$ cat src/hdl/wse_pkg.sv
package wse_pkg;

    // Channel payloads
    typedef struct packed {
        logic signed [31:0] drive_torque;
        logic signed [31:0] brake_torque;
        logic signed [31:0] tire_force;
        logic signed [31:0] forward_velocity;
        logic signed [31:0] side_velocity;
    } wse_in_t;

    typedef struct packed {
        logic signed [31:0] next_wheel_speed;
        logic signed [31:0] slip_ratio;
        logic signed [31:0] lateral_slip;
    } wse_out_t;

    // Configuration port
    localparam int CFG_IDX_W  = 3;
    localparam int CFG_DATA_W = 32;

    // Shared divider: remainder/divisor width, quotient bits, step counter
    localparam int DEN_W  = 48;
    localparam int QUO_W  = 32;
    localparam int STEP_W = 6;

    typedef struct packed {
        logic              start;
        logic [STEP_W-1:0] steps;
    } div_ctl_t;

    // Partial-product multiplier: |net torque| times inertia*step
    localparam int MAC_A_W = 50;
    localparam int MAC_B_W = 48;
    localparam int ACC_W   = MAC_A_W + MAC_B_W;

    typedef enum logic [1:0] {
        PP_LL,
        PP_LH,
        PP_HL,
        PP_HH
    } pp_sel_t;

    typedef struct packed {
        logic    clear;
        logic    valid;
        pp_sel_t part;
    } mac_ctl_t;

endpackage

$ cat src/hdl/wse_mac.sv
module wse_mac (
    input  logic                          clk,
    input  logic                          rst_n,
    input  wse_pkg::mac_ctl_t             ctl,
    input  logic [wse_pkg::MAC_A_W-1:0]   a_mag,
    input  logic [wse_pkg::MAC_B_W-1:0]   b_val,
    output logic [wse_pkg::ACC_W-1:0]     acc
);
    import wse_pkg::*;

    localparam int A_HALF = MAC_A_W / 2;
    localparam int B_HALF = MAC_B_W / 2;
    localparam int PROD_W = A_HALF + B_HALF;

    logic [A_HALF-1:0] op_a;
    logic [B_HALF-1:0] op_b;
    logic [PROD_W-1:0] prod_next, prod_reg;
    pp_sel_t           part_reg;
    logic              pvalid_reg;
    logic [ACC_W-1:0]  addend;
    logic [ACC_W-1:0]  acc_reg;

    // Operand halves for the requested partial product
    always_comb
    begin
        case (ctl.part) inside
            PP_HL, PP_HH: op_a = a_mag[MAC_A_W-1:A_HALF];
            default:      op_a = a_mag[A_HALF-1:0];
        endcase
        case (ctl.part) inside
            PP_LH, PP_HH: op_b = b_val[MAC_B_W-1:B_HALF];
            default:      op_b = b_val[B_HALF-1:0];
        endcase
    end

    assign prod_next = PROD_W'(op_a) * PROD_W'(op_b);

    // Align the registered product to its weight
    always_comb
    begin
        unique case (part_reg)
            PP_LL:   addend = ACC_W'(prod_reg);
            PP_LH:   addend = ACC_W'(prod_reg) << B_HALF;
            PP_HL:   addend = ACC_W'(prod_reg) << A_HALF;
            PP_HH:   addend = ACC_W'(prod_reg) << (A_HALF + B_HALF);
            default: addend = '0;
        endcase
    end

    always_ff @(posedge clk or negedge rst_n)
    begin
        if (!rst_n)
            pvalid_reg <= 1'b0;
        else
            pvalid_reg <= ctl.valid;
    end

    // Product register; the registered product is accumulated in the following cycle
    always_ff @(posedge clk)
    begin
        prod_reg <= prod_next;
        part_reg <= ctl.part;
        if (ctl.clear)
            acc_reg <= '0;
        else if (pvalid_reg)
            acc_reg <= acc_reg + addend;
    end

    assign acc = acc_reg;

endmodule

$ cat config.mk
export PLATFORM = sky130hd
export DESIGN_NAME = wse_mac
export DESIGN_NICKNAME = d
export VERILOG_FILES = /design/src/hdl/wse_pkg.sv /design/src/hdl/wse_mac.sv
export SDC_FILE = /design/constraint.sdc
export NUM_CORES = 2
export LEC_CHECK = 0
export BUFFER_PORTS_ARGS = -buffer_cell sky130_fd_sc_hd__buf_2
export CAP_MARGIN = 10
export CORE_ASPECT_RATIO = 0.9
export CORE_MARGIN = 2
export CORE_UTILIZATION = 69
export CTS_CLUSTER_DIAMETER = 60
export CTS_CLUSTER_SIZE = 30
export DETAILED_ROUTE_END_ITERATION = 7
export HOLD_SLACK_MARGIN = 0.08
export PLACE_DENSITY = 0.92
export SLEW_MARGIN = 20
export SYNTH_ARGS = -nofsm -noshare
export SYNTH_HDL_FRONTEND = slang
export SYNTH_SLANG_ARGS = --single-unit
$ cat constraint.sdc
create_clock -name clk -period 6.3 [get_ports clk]
set_input_delay 0.63 -clock clk [delete_from_list [all_inputs] [get_ports clk]]
set_output_delay 0.63 -clock clk [all_outputs]
set_load 0.02 [all_outputs]
==> flow_metrics.py, run 1 <==
metrics = {
    "run_status": {
        "outcome": "aborted with a tool error",
        "haltStage": "global routing",
        "error": "[ERROR GRT-0232] Routing congestion too high. Check the congestion heatmap in the GUI.",
    },
    "yosys": {
        "yosysSeqAreaShare_pct": 9.61,
        "ys_async_sr_fraction_pct": 0.667,
        "syn_avg_cell_area_um2": 8.18,
        "synth.top_cell.area_share_pct": 32.3,
        "synthesis.nets": 4706,
        "ys_top_cells_by_count": "622 x inv_1, 505 x fa_1, 489 x nand2_1, 461 x nor2_1, 272 x ha_1",
        "synth.distinct_cells": 79,
        "synth_area_leader_cell": "fa_1",
        "synthCells": 3825,
        "synth_flop_cell": "dfxtp_1",
        "postSynthRegisterBits": 150,
        "synth.most_common_cell": "inv_1",
        "ys_warn_count": 0,
        "synth_area_um2": 31300,
        "ys_top_cells_by_area": "fa_1 32%, ha_1 11%, dfxtp_1 9.5%",
        "synth_edf_count": 0,
    },
    "placed_design": {
        "dpl_cell_area_um2": 36200,
        "pre_cts_slack_ns": -1.84,
        "dp_cells": 4824,
        "port_buffers": 201,
        "finalWeightedCongestion": 1.09,
        "dp_hpwl_um": 98100,
    },
    "floorplan": {
        "start_util_pct": 69.4,
        "die_y_um": 206,
        "ios": 202,
        "rows": 74,
        "die_w_um": 228,
    },
    "clocking": {
        "cts_buffer_depth": 2,
        "clock_sinks": 150,
        "root_buffer": "clkbuf_16",
        "ctsHtreeMaxLevel": 4,
        "cts_inserted_buffers": 17,
    },
    "global_routing": {
        "grt_max_degree": 62,
        "grt_overflow": 626,
        "track_usage_pct": 80.2,
    },
    "timing": {
        "endpoint_type": "sequential cell input",
        "grt_worst_setup_endpoint": "prod_reg[44]$_DFF_P_/D",
    },
}
logic make-up after synthesis:
group / count (synthesis) / share of synthesized area [%]
simple gates: 1195 / 16.3
buf+inv: 811 / 9.86
fa+ha+maj: 777 / 43.2
compound gates: 586 / 11.6
mux: 174 / 5.77
flops: 150 / 9.61
xor+xnor: 132 / 3.69
through the flow:
step	setup TNS [ns]	hold WS [ns]
after floorplan	-15.64	0.334
after global placement	-33.78	0.404
after detailed placement	-43.76	0.406
after CTS	-14.61	0.270
timing repair:
action,CTS
pin swaps,77
setup endpoints to repair,35
gates resized for setup,158
setup buffers,74
endpoints found under the hold margin,1
hold buffers,1
gates cloned,8
per-layer routing:
metal / GRT usage, % / overflow
met1: 81.6 / 48
met2: 94.9 / 337
met3: 67.0 / 33
met4: 75.2 / 202
met5: 44.6 / 6
==> run 2, diff against run 1 <==
- CORE_ASPECT_RATIO: 0.9 -> default
- CORE_UTILIZATION: 69 -> 40
- CTS_CLUSTER_DIAMETER: 60 -> default
- CTS_CLUSTER_SIZE: 30 -> default
- HOLD_SLACK_MARGIN: 0.08 -> default
- PLACE_DENSITY: 0.92 -> default
- PLACE_DENSITY_LB_ADDON: default -> 0.15
==> run 2 against run 1 <==
- the flow now finishes, with violations (negative setup slack)
- synthesized cell count unchanged
- area after synthesis unchanged
==> flow_metrics.py, run 2 <==
metrics = {
    "run_status": {
        "outcome": "finished, violations left",
        "violations": "negative setup slack",
    },
    "yosys": {
        "ys_async_sr_fraction_pct": 0.667,
        "yosysSeqAreaShare_pct": 9.61,
        "ys_warn_count": 0,
        "synth_area_leader_cell": "fa_1",
        "ys_top_cells_by_count": "622 x inv_1, 505 x fa_1, 489 x nand2_1, 461 x nor2_1, 272 x ha_1",
        "synth_flop_cell": "dfxtp_1",
        "synth_area_um2": 31300,
        "synthesis.nets": 4706,
        "syn_avg_cell_area_um2": 8.18,
        "synthCells": 3825,
        "synth_edf_count": 0,
        "synth.distinct_cells": 79,
        "ys_top_cells_by_area": "fa_1 32%, ha_1 11%, dfxtp_1 9.5%",
        "synth.most_common_cell": "inv_1",
        "postSynthRegisterBits": 150,
        "synth.top_cell.area_share_pct": 32.3,
    },
    "finish": {
        "drive_gt1_share_pct": 22.6,
        "fillCellCount": 7630,
        "final_cell_mix": "599 x inv_1, 479 x nand2_1, 467 x fa_1, 434 x nor2_1, 347 x buf_4",
        "final_common_cell": "inv_1",
        "n_antenna_cell": 0,
        "syn2layout_area_growth_pct": 24.6,
        "fin_nets": 5184,
        "largest_register_ffs": 98,
        "design_area_um2": 39000,
    },
    "timing": {
        "hold_slack_ns": 0.285,
        "relSlewSlack_pct": 25.8,
        "hold_viol": 0,
        "worst_slack_ns": -0.858,
        "final_max_slew_viol_count": 0,
        "fin_crit_ns": 7.16,
        "finalSetupViolCount": 31,
        "rsz0062_at_grt": "yes",
        "max_clock_freq_ghz": 0.140,
        "fin_worst_skew_ns": 0.0177,
        "finalCritPeriodShare_pct": 114,
        "tightest_slew_ns": 1.11,
        "final.setup.tns_ns": -16.69,
    },
    "detailed_routing": {
        "wl_um": 117000,
        "drtIter0Drc": 2375,
        "vias": 28300,
        "drc": 0,
        "ant_nets": 0,
        "dr.pass1.iters": 7,
        "wl_per_cell_um": 21.8,
        "routed_via_density": 5.29,
    },
    "critical_path": {
        "required_ns": 6.70,
        "crit_top_cell": "fa_1",
        "slowest_delay_ns": 0.60,
        "cp-start-kind": "input port",
        "critPathMaxFanout": 10,
        "slowest_stage": "fa_2",
        "cp.arrival_ns": 7.56,
        "crit_type": "in2reg",
        "endpoint_kind": "flop",
    },
    "global_routing": {
        "grt_max_degree": 60,
        "antenna_found_initial": 2,
        "use_met2_pct": 48.1,
        "grt_overflow": 0,
        "grt_pass1_wl_um": 175000,
        "grt_use_met3_pct": 4.63,
        "track_usage_pct": 28.7,
        "grt_busiest_layer": "met2",
        "use_met1_pct": 36.0,
        "grt_pass1_vias": 29200,
    },
    "clocking": {
        "cts_buffer_depth": 2,
        "ctsHtreeMaxLevel": 4,
        "clkSlewWorstSetupHoldPaths_ns": 0.08,
        "clk_latency_ns": 0.46,
        "cts_tree": "yes",
        "clock_sinks": 150,
        "root_buffer": "clkbuf_16",
        "cts_inserted_buffers": 17,
    },
    "job": {
        "cap_viol_max_count": 0,
    },
    "floorplan": {
        "die_y_um": 284,
        "dieArea_um2": 80500,
        "coreArea_um2": 77500,
        "start_util_pct": 40.4,
        "rows": 102,
        "ios": 202,
        "die_w_um": 284,
    },
    "placed_design": {
        "dpl_cell_area_um2": 36500,
        "pre_cts_slack_ns": -1.74,
        "port_buffers": 201,
        "dp_hpwl_um": 98600,
        "finalWeightedCongestion": 0.989,
    },
    "hold_path": {
        "min_path_type": "in2reg",
    },
}
[run 2: cell counts after synthesis]
Identical to the previous run, type by type.
[run 2: logic make-up (layout without fill, tap and decap cells)]
logic type	count (synthesis)	after routing	synth area share [%]
buffers and inverters	811	1300	9.86
AOI/OAI and AO/OA	586	586	11.6
xor gates and xnor gates	132	132	3.69
and+or+nand+nor	1195	1195	16.3
DFF	150	150	9.61
muxes	174	176	5.77
adders and majority gates	777	777	43.2
[run 2: critical path: cells and delay by family]
| family | cells | cell delay [ns] |
|---|---|---|
| mux | 1 | 0.24 |
| buf+inv | 8 | 0.84 |
| fa+ha+maj | 8 | 3.85 |
| compound gates | 9 | 1.43 |
| xor+xnor | 1 | 0.12 |
| simple gates | 2 | 0.41 |
[run 2: timing repair]
item / CTS / global route
setup buffers: 61 / 22
setup endpoints to repair: 35 / 35
gates cloned: 7 / 2
hold endpoints to repair: 1 / 0
pin swaps: 95 / 29
gates resized for setup: 189 / 63
hold buffers: 1 / 0
[run 2: area by class of cell]
| type | count | area, um2 | area share, % |
|---|---|---|---|
| Clock buffer | 17 | 425 | 1.09 |
| Sequential cell | 150 | 3010 | 7.73 |
| Inverter | 622 | 2330 | 5.99 |
| Multi-Input combinational cell | 2866 | 26500 | 68.0 |
| Timing Repair Buffer | 646 | 5250 | 13.5 |
| Clock inverter | 15 | 143 | 0.366 |
| Tap cell | 1040 | 1300 | 3.34 |
[run 2: layer usage]
layer	routed length (um)	share of wire [%]
met5	12	0.010
met2	55100	47
met1	47700	41
met4	6240	5.3
met3	7780	6.7
[run 2: worst paths after layout]
path | end | depth (start not counted) | slack (ns) | start
min in group asynchronous | pvalid_reg | 2 | 0.48 | rst_n
min reg2reg | acc[49] | 2 | 0.48 | acc[49]
max in group asynchronous | pvalid_reg | 2 | 5.73 | rst_n
max reg2reg | acc[95] | 13 | 1.19 | part_reg[1]
min | pvalid_reg | 1 | 0.28 | ctl[2]
max | prod_reg[47] | 29 | -0.86 | ctl[0]
[run 2: stage by stage]
step	utilization, %	std cells
4_1_cts	49.8	5336
2_1_floorplan	-	3825
3_3_place_gp	47.2	5236
5_1_grt	50.3	5356
6_report	50.3	5356
3_5_place_dp	47.2	5236
Power of run 2 is not shown: default switching activity piles up to over one toggle a cycle in this logic, so the estimate is an artifact.
