<file path="config.mk">
export PLATFORM = sky130hd
export DESIGN_NAME = wse_div
export DESIGN_NICKNAME = d
export VERILOG_FILES = /design/src/hdl/wse_pkg.sv /design/src/hdl/wse_div.sv
export SDC_FILE = /design/constraint.sdc
export NUM_CORES = 1
export LEC_CHECK = 0
export BUFFER_PORTS_ARGS = -buffer_cell sky130_fd_sc_hd__clkbuf_2
export CELL_PAD_IN_SITES_DETAIL_PLACEMENT = 1
export CELL_PAD_IN_SITES_GLOBAL_PLACEMENT = 1
export CORE_MARGIN = 2
export CORE_UTILIZATION = 45
export CTS_CLUSTER_DIAMETER = 200
export DETAILED_ROUTE_END_ITERATION = 12
export HOLD_SLACK_MARGIN = 0.12
export PLACE_DENSITY_LB_ADDON = 0.05
export SLEW_MARGIN = 20
export SYNTH_ARGS = -nofsm -noshare
export SYNTH_HDL_FRONTEND = slang
export SYNTH_SLANG_ARGS = --single-unit
</file>
<file path="constraint.sdc">
create_clock -name clk -period 5.16 [get_ports clk]
set_clock_uncertainty 0.2 [all_clocks]
set_input_delay 0.516 -clock clk [delete_from_list [all_inputs] [get_ports clk]]
set_output_delay 0.516 -clock clk [all_outputs]
set_load 0.01 [all_outputs]
</file>
<file path="src/hdl/wse_pkg.sv">
package wse_pkg;

    // Channel payloads
    typedef struct packed {
        logic signed [31:0] drive_torque;
        logic signed [31:0] brake_torque;
        logic signed [31:0] tire_force;
        logic signed [31:0] forward_velocity;
        logic signed [31:0] side_velocity;
    } wse_in_t;

    typedef struct packed {
        logic signed [31:0] next_wheel_speed;
        logic signed [31:0] slip_ratio;
        logic signed [31:0] lateral_slip;
    } wse_out_t;

    // Configuration port
    localparam int CFG_IDX_W  = 3;
    localparam int CFG_DATA_W = 32;

    // Shared divider: remainder/divisor width, quotient bits, step counter
    localparam int DEN_W  = 48;
    localparam int QUO_W  = 32;
    localparam int STEP_W = 6;

    typedef struct packed {
        logic              start;
        logic [STEP_W-1:0] steps;
    } div_ctl_t;

    // Partial-product multiplier: |net torque| times inertia*step
    localparam int MAC_A_W = 50;
    localparam int MAC_B_W = 48;
    localparam int ACC_W   = MAC_A_W + MAC_B_W;

    typedef enum logic [1:0] {
        PP_LL,
        PP_LH,
        PP_HL,
        PP_HH
    } pp_sel_t;

    typedef struct packed {
        logic    clear;
        logic    valid;
        pp_sel_t part;
    } mac_ctl_t;

endpackage

</file>
<file path="src/hdl/wse_div.sv">
module wse_div (
    input  logic                         clk,
    input  logic                         rst_n,
    input  wse_pkg::div_ctl_t            ctl,
    input  logic [wse_pkg::DEN_W-1:0]    rem_init,
    input  logic [wse_pkg::QUO_W-1:0]    low_init,
    input  logic [wse_pkg::DEN_W-1:0]    divisor,
    output logic                         busy,
    output logic [wse_pkg::QUO_W-1:0]    quotient
);
    import wse_pkg::*;

    logic [DEN_W-1:0]  rem_reg, rem_next;
    logic [QUO_W-1:0]  low_reg, low_next;
    logic [QUO_W-1:0]  quo_reg, quo_next;
    logic [STEP_W-1:0] cnt_reg, cnt_next;
    logic              busy_reg, busy_next;
    logic [DEN_W:0]    trial;
    logic [DEN_W+1:0]  diff;
    logic              fits;

    // One restoring step: shift in the next dividend bit, try to subtract
    always_comb
    begin
        trial = {rem_reg, low_reg[QUO_W-1]};
        diff  = {1'b0, trial} - {2'b00, divisor};
        fits  = !diff[DEN_W+1];

        rem_next  = rem_reg;
        low_next  = low_reg;
        quo_next  = quo_reg;
        cnt_next  = cnt_reg;
        busy_next = busy_reg;

        if (ctl.start)
        begin
            rem_next  = rem_init;
            low_next  = low_init;
            quo_next  = '0;
            cnt_next  = ctl.steps;
            busy_next = (ctl.steps != '0);
        end
        else if (busy_reg)
        begin
            // remainder stays below divisor, so it fits DEN_W bits either way
            rem_next  = fits ? diff[DEN_W-1:0] : trial[DEN_W-1:0];
            low_next  = {low_reg[QUO_W-2:0], 1'b0};
            quo_next  = {quo_reg[QUO_W-2:0], fits};
            cnt_next  = cnt_reg - STEP_W'(1);
            busy_next = (cnt_reg != STEP_W'(1));
        end
    end

    // Control
    always_ff @(posedge clk or negedge rst_n)
    begin
        if (!rst_n)
        begin
            busy_reg <= 1'b0;
            cnt_reg  <= '0;
        end
        else
        begin
            busy_reg <= busy_next;
            cnt_reg  <= cnt_next;
        end
    end

    // Datapath
    always_ff @(posedge clk)
    begin
        rem_reg <= rem_next;
        low_reg <= low_next;
        quo_reg <= quo_next;
    end

    assign busy     = busy_reg;
    assign quotient = quo_reg;

endmodule

</file>
-- Word level (Yosys, flattened, before mapping)
Index checks and enable logic that the tools add are counted.
- output and inout bits: 33
- word-level logic and storage cells: 20
- bits of input ports: 137
- register bits after elaboration: 119
- reductions and logical operators: 3
- multiplexer cells: 9
- equal/unequal tests: 1
- add/subtract/negate cells: 2
- operators by type and width (cell ; number):
    2-to-1 mux 48 bit ; 3
    2-to-1 mux 32 bit ; 2
    subtractor 49 x 48 -> 50 bit ; 1
    2-to-1 mux 6 bit ; 2
    != test 6 x 1 -> 1 bit (second input constant) ; 1
    nonzero test 6 bit ; 1
    subtractor 6 x 1 -> 6 bit (second input constant) ; 1
    2-to-1 mux 1 bit ; 2
    nonzero test 2 bit ; 1
    logical NOT 1 bit ; 1

-- Longest topological paths before layout
- depth after elaboration: 4
- gate-level depth with buffers: 14
- mapped depth without buffers: 12

-- Worst setup path after synthesis
OpenSTA, ideal clock, no wires.
- path type: input to register
- start point: in divisor[34] in the netlist's numbering
- end point: reg rem_reg[39] (data pin)
- stages on the path: 12
- data arrival time: 2744 ps
- data required time: 4704 ps
- slack: 1961 ps
- cells stage by stage: inv_1 > ha_1 > a21o_1 > a21o_1 > a21o_1 > a21o_1 > a41oi_2 > nand4_2 > and2_1 > buf_2 > or3_1 > and4_1
- longest elaborated chain between the ends: 4
- ends and longest elaborated chain (element ; line ; source):
    start, declared ; wse_div.sv:7 ; input logic [wse_pkg::DEN_W-1:0] divisor,
    subtractor 49 x 48 -> 50 bit ; wse_div.sv:26 ; diff = {1'b0, trial} - {2'b00, divisor};
    2-to-1 mux 48 bit ; wse_div.sv:46 ; rem_next = fits ? diff[DEN_W-1:0] : trial[DEN_W-1:0];
    2-to-1 mux 48 bit ; wse_div.sv:43 ; else if (busy_reg)
    2-to-1 mux 48 bit ; wse_div.sv:35 ; if (ctl.start)
    net rem_next[39] ; wse_div.sv:13 ; logic [DEN_W-1:0] rem_reg, rem_next;
    end signal, assigned ; wse_div.sv:72 ; rem_reg <= rem_next;
    end, declared ; wse_div.sv:13 ;
The timed path passes the listed nets, and every way through them passes these cells. The select of a mux whose other input is x is not followed.
A chain may end at the register's enable or synchronous reset.

-- Final worst setup path
- start point: reg rem_reg[41]
- end point: reg rem_reg[39] (data pin)
- longest elaborated chain between the ends: 4
- ends and longest elaborated chain (element ; line):
    subtractor 49 x 48 -> 50 bit ; wse_div.sv:26
    2-to-1 mux 48 bit ; wse_div.sv:46
    2-to-1 mux 48 bit ; wse_div.sv:43
    2-to-1 mux 48 bit ; wse_div.sv:35
    net rem_next[39] ; wse_div.sv:13
The timed path passes the listed nets, and every way through them passes these cells. The select of a mux whose other input is x is not followed.

==> metrics.json <==
{
  "syn_area_per_cell": {"value": 9.05, "unit": "µm²"},
  "ys_types": {"value": 71},
  "fillers": {"value": 2137},
  "synth_top_cells_by_area": {"value": "sky130_fd_sc_hd__edfxtp_1, sky130_fd_sc_hd__dfxtp_1, sky130_fd_sc_hd__ha_1"},
  "post_route_drc_violation_count": {"value": 0},
  "worstSetupPathType": {"value": "register to register"},
  "timing_max_transition_violations_final": {"value": 0},
  "p_leak": {"value": 4.56, "unit": "nW"},
  "globalplace.congestion": {"value": 0.832},
  "critPathSlowestCell": {"value": "sky130_fd_sc_hd__a31oi_1"},
  "worst-path-stages": {"value": 10},
  "outcome": {"value": "complete, no violations"},
  "timing_hold_violations_final": {"value": 0},
  "primary_flip_flop_cell_chosen_by_synthesis_mapping": {"value": "sky130_fd_sc_hd__edfxtp_1"},
  "synthCells": {"value": 911},
  "globalRouteTotalUtil": {"value": 0.244},
  "r2r_cells": {"value": 10},
  "global_route.overflow_total": {"value": 0},
  "place_area": {"value": 0.00922, "unit": "mm²"},
  "synth.yosys.seq_area_share": {"value": 0.391},
  "max_slew_margin": {"value": 0.386},
  "fmaxAchievable": {"value": 255, "unit": "MHz"},
  "p_sw": {"value": 2.48, "unit": "mW"},
  "placement.io_buffers": {"value": 169},
  "detailedRoute.firstIterationViolations": {"value": 369},
  "postSynth.asyncResetShare": {"value": 0.0588},
  "layout.cells.most_common_list": {"value": "sky130_fd_sc_hd__clkbuf_2, sky130_fd_sc_hd__nand2_1, sky130_fd_sc_hd__nor2_1, sky130_fd_sc_hd__edfxtp_1, sky130_fd_sc_hd__a21oi_1"},
  "worstHoldPathType": {"value": "input pin to register"},
  "unrepaired_setup_endpoints_after_global_routing": {"value": "no"},
  "fin_setup_tns": {"value": 0, "unit": "ns"},
  "area_added_between_synthesis_and_finish": {"value": 19.8, "unit": "%"},
  "power.ir.vdd_worst": {"value": 0.312, "unit": "mV"},
  "cts_sinks": {"value": 119},
  "crit_path_max_fanout": {"value": 12},
  "floorplan.rows": {"value": 49},
  "clock-root-buffer": {"value": "sky130_fd_sc_hd__clkbuf_16"},
  "ff2ff_setup_slack": {"value": 1.24, "unit": "ns"},
  "post_cts_buffers": {"value": 0},
  "worstPathBufferInverterCount": {"value": 1},
  "io_pins": {"value": 170},
  "die-area": {"value": 0.0194, "unit": "mm²"},
  "r2r_start": {"value": "rem_reg[41]"},
  "worst_path_dominant_cell_family": {"value": "simple AND/OR/NAND/NOR gates"},
  "critPathMaxStageDelay": {"value": 0.61, "unit": "ns"},
  "postSynthNetCount": {"value": 1099},
  "dieHeight": {"value": 139, "unit": "µm"},
  "critical_path.reg2reg.endpoint": {"value": "rem_reg[39]"},
  "share_comb_of_total_power": {"value": 0.522},
  "final_net_count": {"value": 1249},
  "pwr_density_cell": {"value": 581, "unit": "mW/mm²"},
  "drv_cap": {"value": 0},
  "layout.cells.most_common": {"value": "sky130_fd_sc_hd__clkbuf_2"},
  "max_ffs_per_register": {"value": 48},
  "stdcell_area": {"value": 0.00987, "unit": "mm²"},
  "synthesis.area": {"value": 0.00824, "unit": "mm²"},
  "critPathLaunchType": {"value": "register"},
  "worst_ep_arrival_time": {"value": 3.90, "unit": "ns"},
  "final_ant_viol_nets": {"value": 0},
  "cts_tree": {"value": "done"},
  "detailroute.via_count": {"value": 7262},
  "critPathCapture": {"value": "rem_reg[39]"},
  "routed_wirelength": {"value": 23200, "unit": "µm"},
  "synth_top_area_share": {"value": 0.292},
  "final.period_utilization": {"value": 0.759},
  "critical_path.cell_chain": {"value": "ha_1 -> a21o_1 -> a21o_1 -> a21oi_1 -> o21a_1 -> a31oi_1 -> nand2_1 -> buf_4 -> or4b_1 -> and4_1"},
  "cts_inserted_buffers": {"value": 17},
  "pin_count_of_the_biggest_net_entering_global_routing": {"value": 69},
  "drt_pass1_iterations": {"value": 5},
  "worst-slew-pin-transition": {"value": 0.921, "unit": "ns"},
  "startpoint": {"value": "rem_reg[41]"},
  "grt_antenna_before_repair": {"value": 1},
  "worstSkewPairLatency": {"value": 0.42, "unit": "ns"},
  "drt-wirelength-per-cell": {"value": 17.8, "unit": "µm"},
  "number_of_global_route_vias_before_repair": {"value": 7613},
  "finalSetupViolCount": {"value": 0},
  "cp_data_required_time": {"value": 5.14, "unit": "ns"},
  "vias_per_cell": {"value": 5.57},
  "synthesis.yosys.warnings": {"value": 0},
  "initial_utilization": {"value": 0.459},
  "internal_power": {"value": 3.26, "unit": "mW"},
  "p_sw_frac": {"value": 0.432},
  "synth_top_area_cell": {"value": "sky130_fd_sc_hd__edfxtp_1"},
  "dp_hpwl": {"value": 16900, "unit": "µm"},
  "seq_power_share": {"value": 0.260},
  "time_the_worst_path_needs_with_i_o_delays_and_setup": {"value": 3.92, "unit": "ns"},
  "final_layout_size_suffix_gt1_frac": {"value": 0.247},
  "die_width": {"value": 139, "unit": "µm"},
  "grt_first_pass_wirelength": {"value": 38400, "unit": "µm"},
  "clk_path_buf_depth": {"value": 2},
  "crit_top_cell": {"value": "sky130_fd_sc_hd__a21o_1"},
  "critical_path.endpoint_type": {"value": "register"},
  "htreeDepth": {"value": 4},
  "share_clk_of_total_power": {"value": 0.218},
  "synth_seq_cells": {"value": 119},
  "synth_edf_count": {"value": 80},
  "clk_pin_slew_worst_paths": {"value": 0.07, "unit": "ns"},
  "core_region_area": {"value": 0.0180, "unit": "mm²"}
}
## synth_stat cells (3+ instances only)
cell type                   count
sky130_fd_sc_hd__nor2b_1        9
sky130_fd_sc_hd__a21oi_1       68
sky130_fd_sc_hd__nand4_1       13
sky130_fd_sc_hd__inv_1         68
sky130_fd_sc_hd__mux2_2        34
sky130_fd_sc_hd__buf_1         11
sky130_fd_sc_hd__o21a_1         8
sky130_fd_sc_hd__edfxtp_1      80
sky130_fd_sc_hd__mux2i_1       34
sky130_fd_sc_hd__and3_1         7
sky130_fd_sc_hd__a211oi_1       5
sky130_fd_sc_hd__clkbuf_1      19
sky130_fd_sc_hd__and4_1         5
sky130_fd_sc_hd__o21ai_1       21
sky130_fd_sc_hd__o21bai_1       5
sky130_fd_sc_hd__buf_4          3
sky130_fd_sc_hd__nand2_1       94
sky130_fd_sc_hd__nor2_1        90
sky130_fd_sc_hd__nand3_1       20
sky130_fd_sc_hd__dfxtp_1       32
sky130_fd_sc_hd__a2bb2oi_1      9
sky130_fd_sc_hd__nor3_1        18
sky130_fd_sc_hd__a21o_1        25
sky130_fd_sc_hd__o21ai_0       27
sky130_fd_sc_hd__buf_2         17
sky130_fd_sc_hd__a31oi_1       24
sky130_fd_sc_hd__or3_1          9
sky130_fd_sc_hd__xnor2_1       22
sky130_fd_sc_hd__nand2b_1       5
sky130_fd_sc_hd__ha_1          50
sky130_fd_sc_hd__o31a_1         3
sky130_fd_sc_hd__and2_1         3
sky130_fd_sc_hd__o211ai_1       5
sky130_fd_sc_hd__o31ai_2        3
sky130_fd_sc_hd__dfrtp_1        7
sky130_fd_sc_hd__xor2_1        14
## tightest hold or removal path: cells and delay by family
family,cells,cell delay (ns)
buf+inv,1,0.09
compound gates,1,0.06
simple gates,1,0.05
## timing repair
item / 4_1_cts / 5_1_grt
hold buffers: 4 / 0
gates resized for setup: 0 / 0
hold endpoints to repair: 10 / 0
## per-stage QoR
stage | hold WS, ns | setup WS (ns) | util | instances | power, mW
after floorplan | 0.0204 | 1.96 | - | 911 | 3.72
after global placement | 0.167 | 1.27 | 0.513 | 1267 | 4.40
after detailed placement | 0.168 | 1.04 | 0.513 | 1267 | 4.47
after CTS | 0.126 | 1.23 | 0.549 | 1303 | 5.76
after global routing | 0.144 | 0.986 | 0.549 | 1303 | 6.16
final | 0.140 | 1.24 | 0.549 | 1304 | 5.74
## per-layer routing
layer  vias up  track usage  wire length, µm
met2       177        0.394            10700
li1       3585            -                -
met5         -            0                0
met3        27       0.0685             1340
met1      3473        0.317            10700
met4         0       0.0766              422
## cell families (layout without fill, tap and decap cells)
kind of cell / after synthesis / in the layout / share of synthesized area
other cells: 0 / 1 / 0
simple gates: 283 / 283 / 0.158
xor+xnor: 36 / 36 / 0.0383
fa+ha+maj: 51 / 51 / 0.0783
buf+inv: 119 / 282 / 0.0582
compound gates: 235 / 235 / 0.189
flops: 119 / 119 / 0.391
mux: 68 / 68 / 0.0878
## how the worst min path moves through the flow
stage,start,end,slack (ns),depth (start not counted)
floorplan,rst_n,busy,0.02,0
global placement,rst_n,cnt_reg[0],0.17,1
detailed placement,rst_n,cnt_reg[0],0.17,1
CTS,ctl[3],cnt_reg[3],0.13,3
global route,ctl[2],cnt_reg[2],0.14,3
finish,ctl[3],cnt_reg[3],0.14,3
## cell type report
| cell class | count | area (µm²) | area share |
|---|---|---|---|
| antenna | 1 | 2.50 | 0.000254 |
| clock buffer | 20 | 480 | 0.0487 |
| clock inverter | 12 | 126 | 0.0128 |
| inverter | 69 | 259 | 0.0262 |
| multi-input combinational | 673 | 4550 | 0.461 |
| sequential | 119 | 3220 | 0.326 |
| tap | 229 | 287 | 0.0290 |
| timing repair buffer | 181 | 948 | 0.0961 |
## power by group through the flow
stage | Combinational [mW] | Clock (mW) | Sequential, mW
CTS | 3.00 | 1.27 | 1.49
finish | 2.99 | 1.25 | 1.49
detailed placement | 2.96 | 0 | 1.50
global placement | 2.91 | 0 | 1.50
floorplan | 2.26 | 0 | 1.45
global route | 3.33 | 1.31 | 1.52
Power figures use the tool's default switching activity.
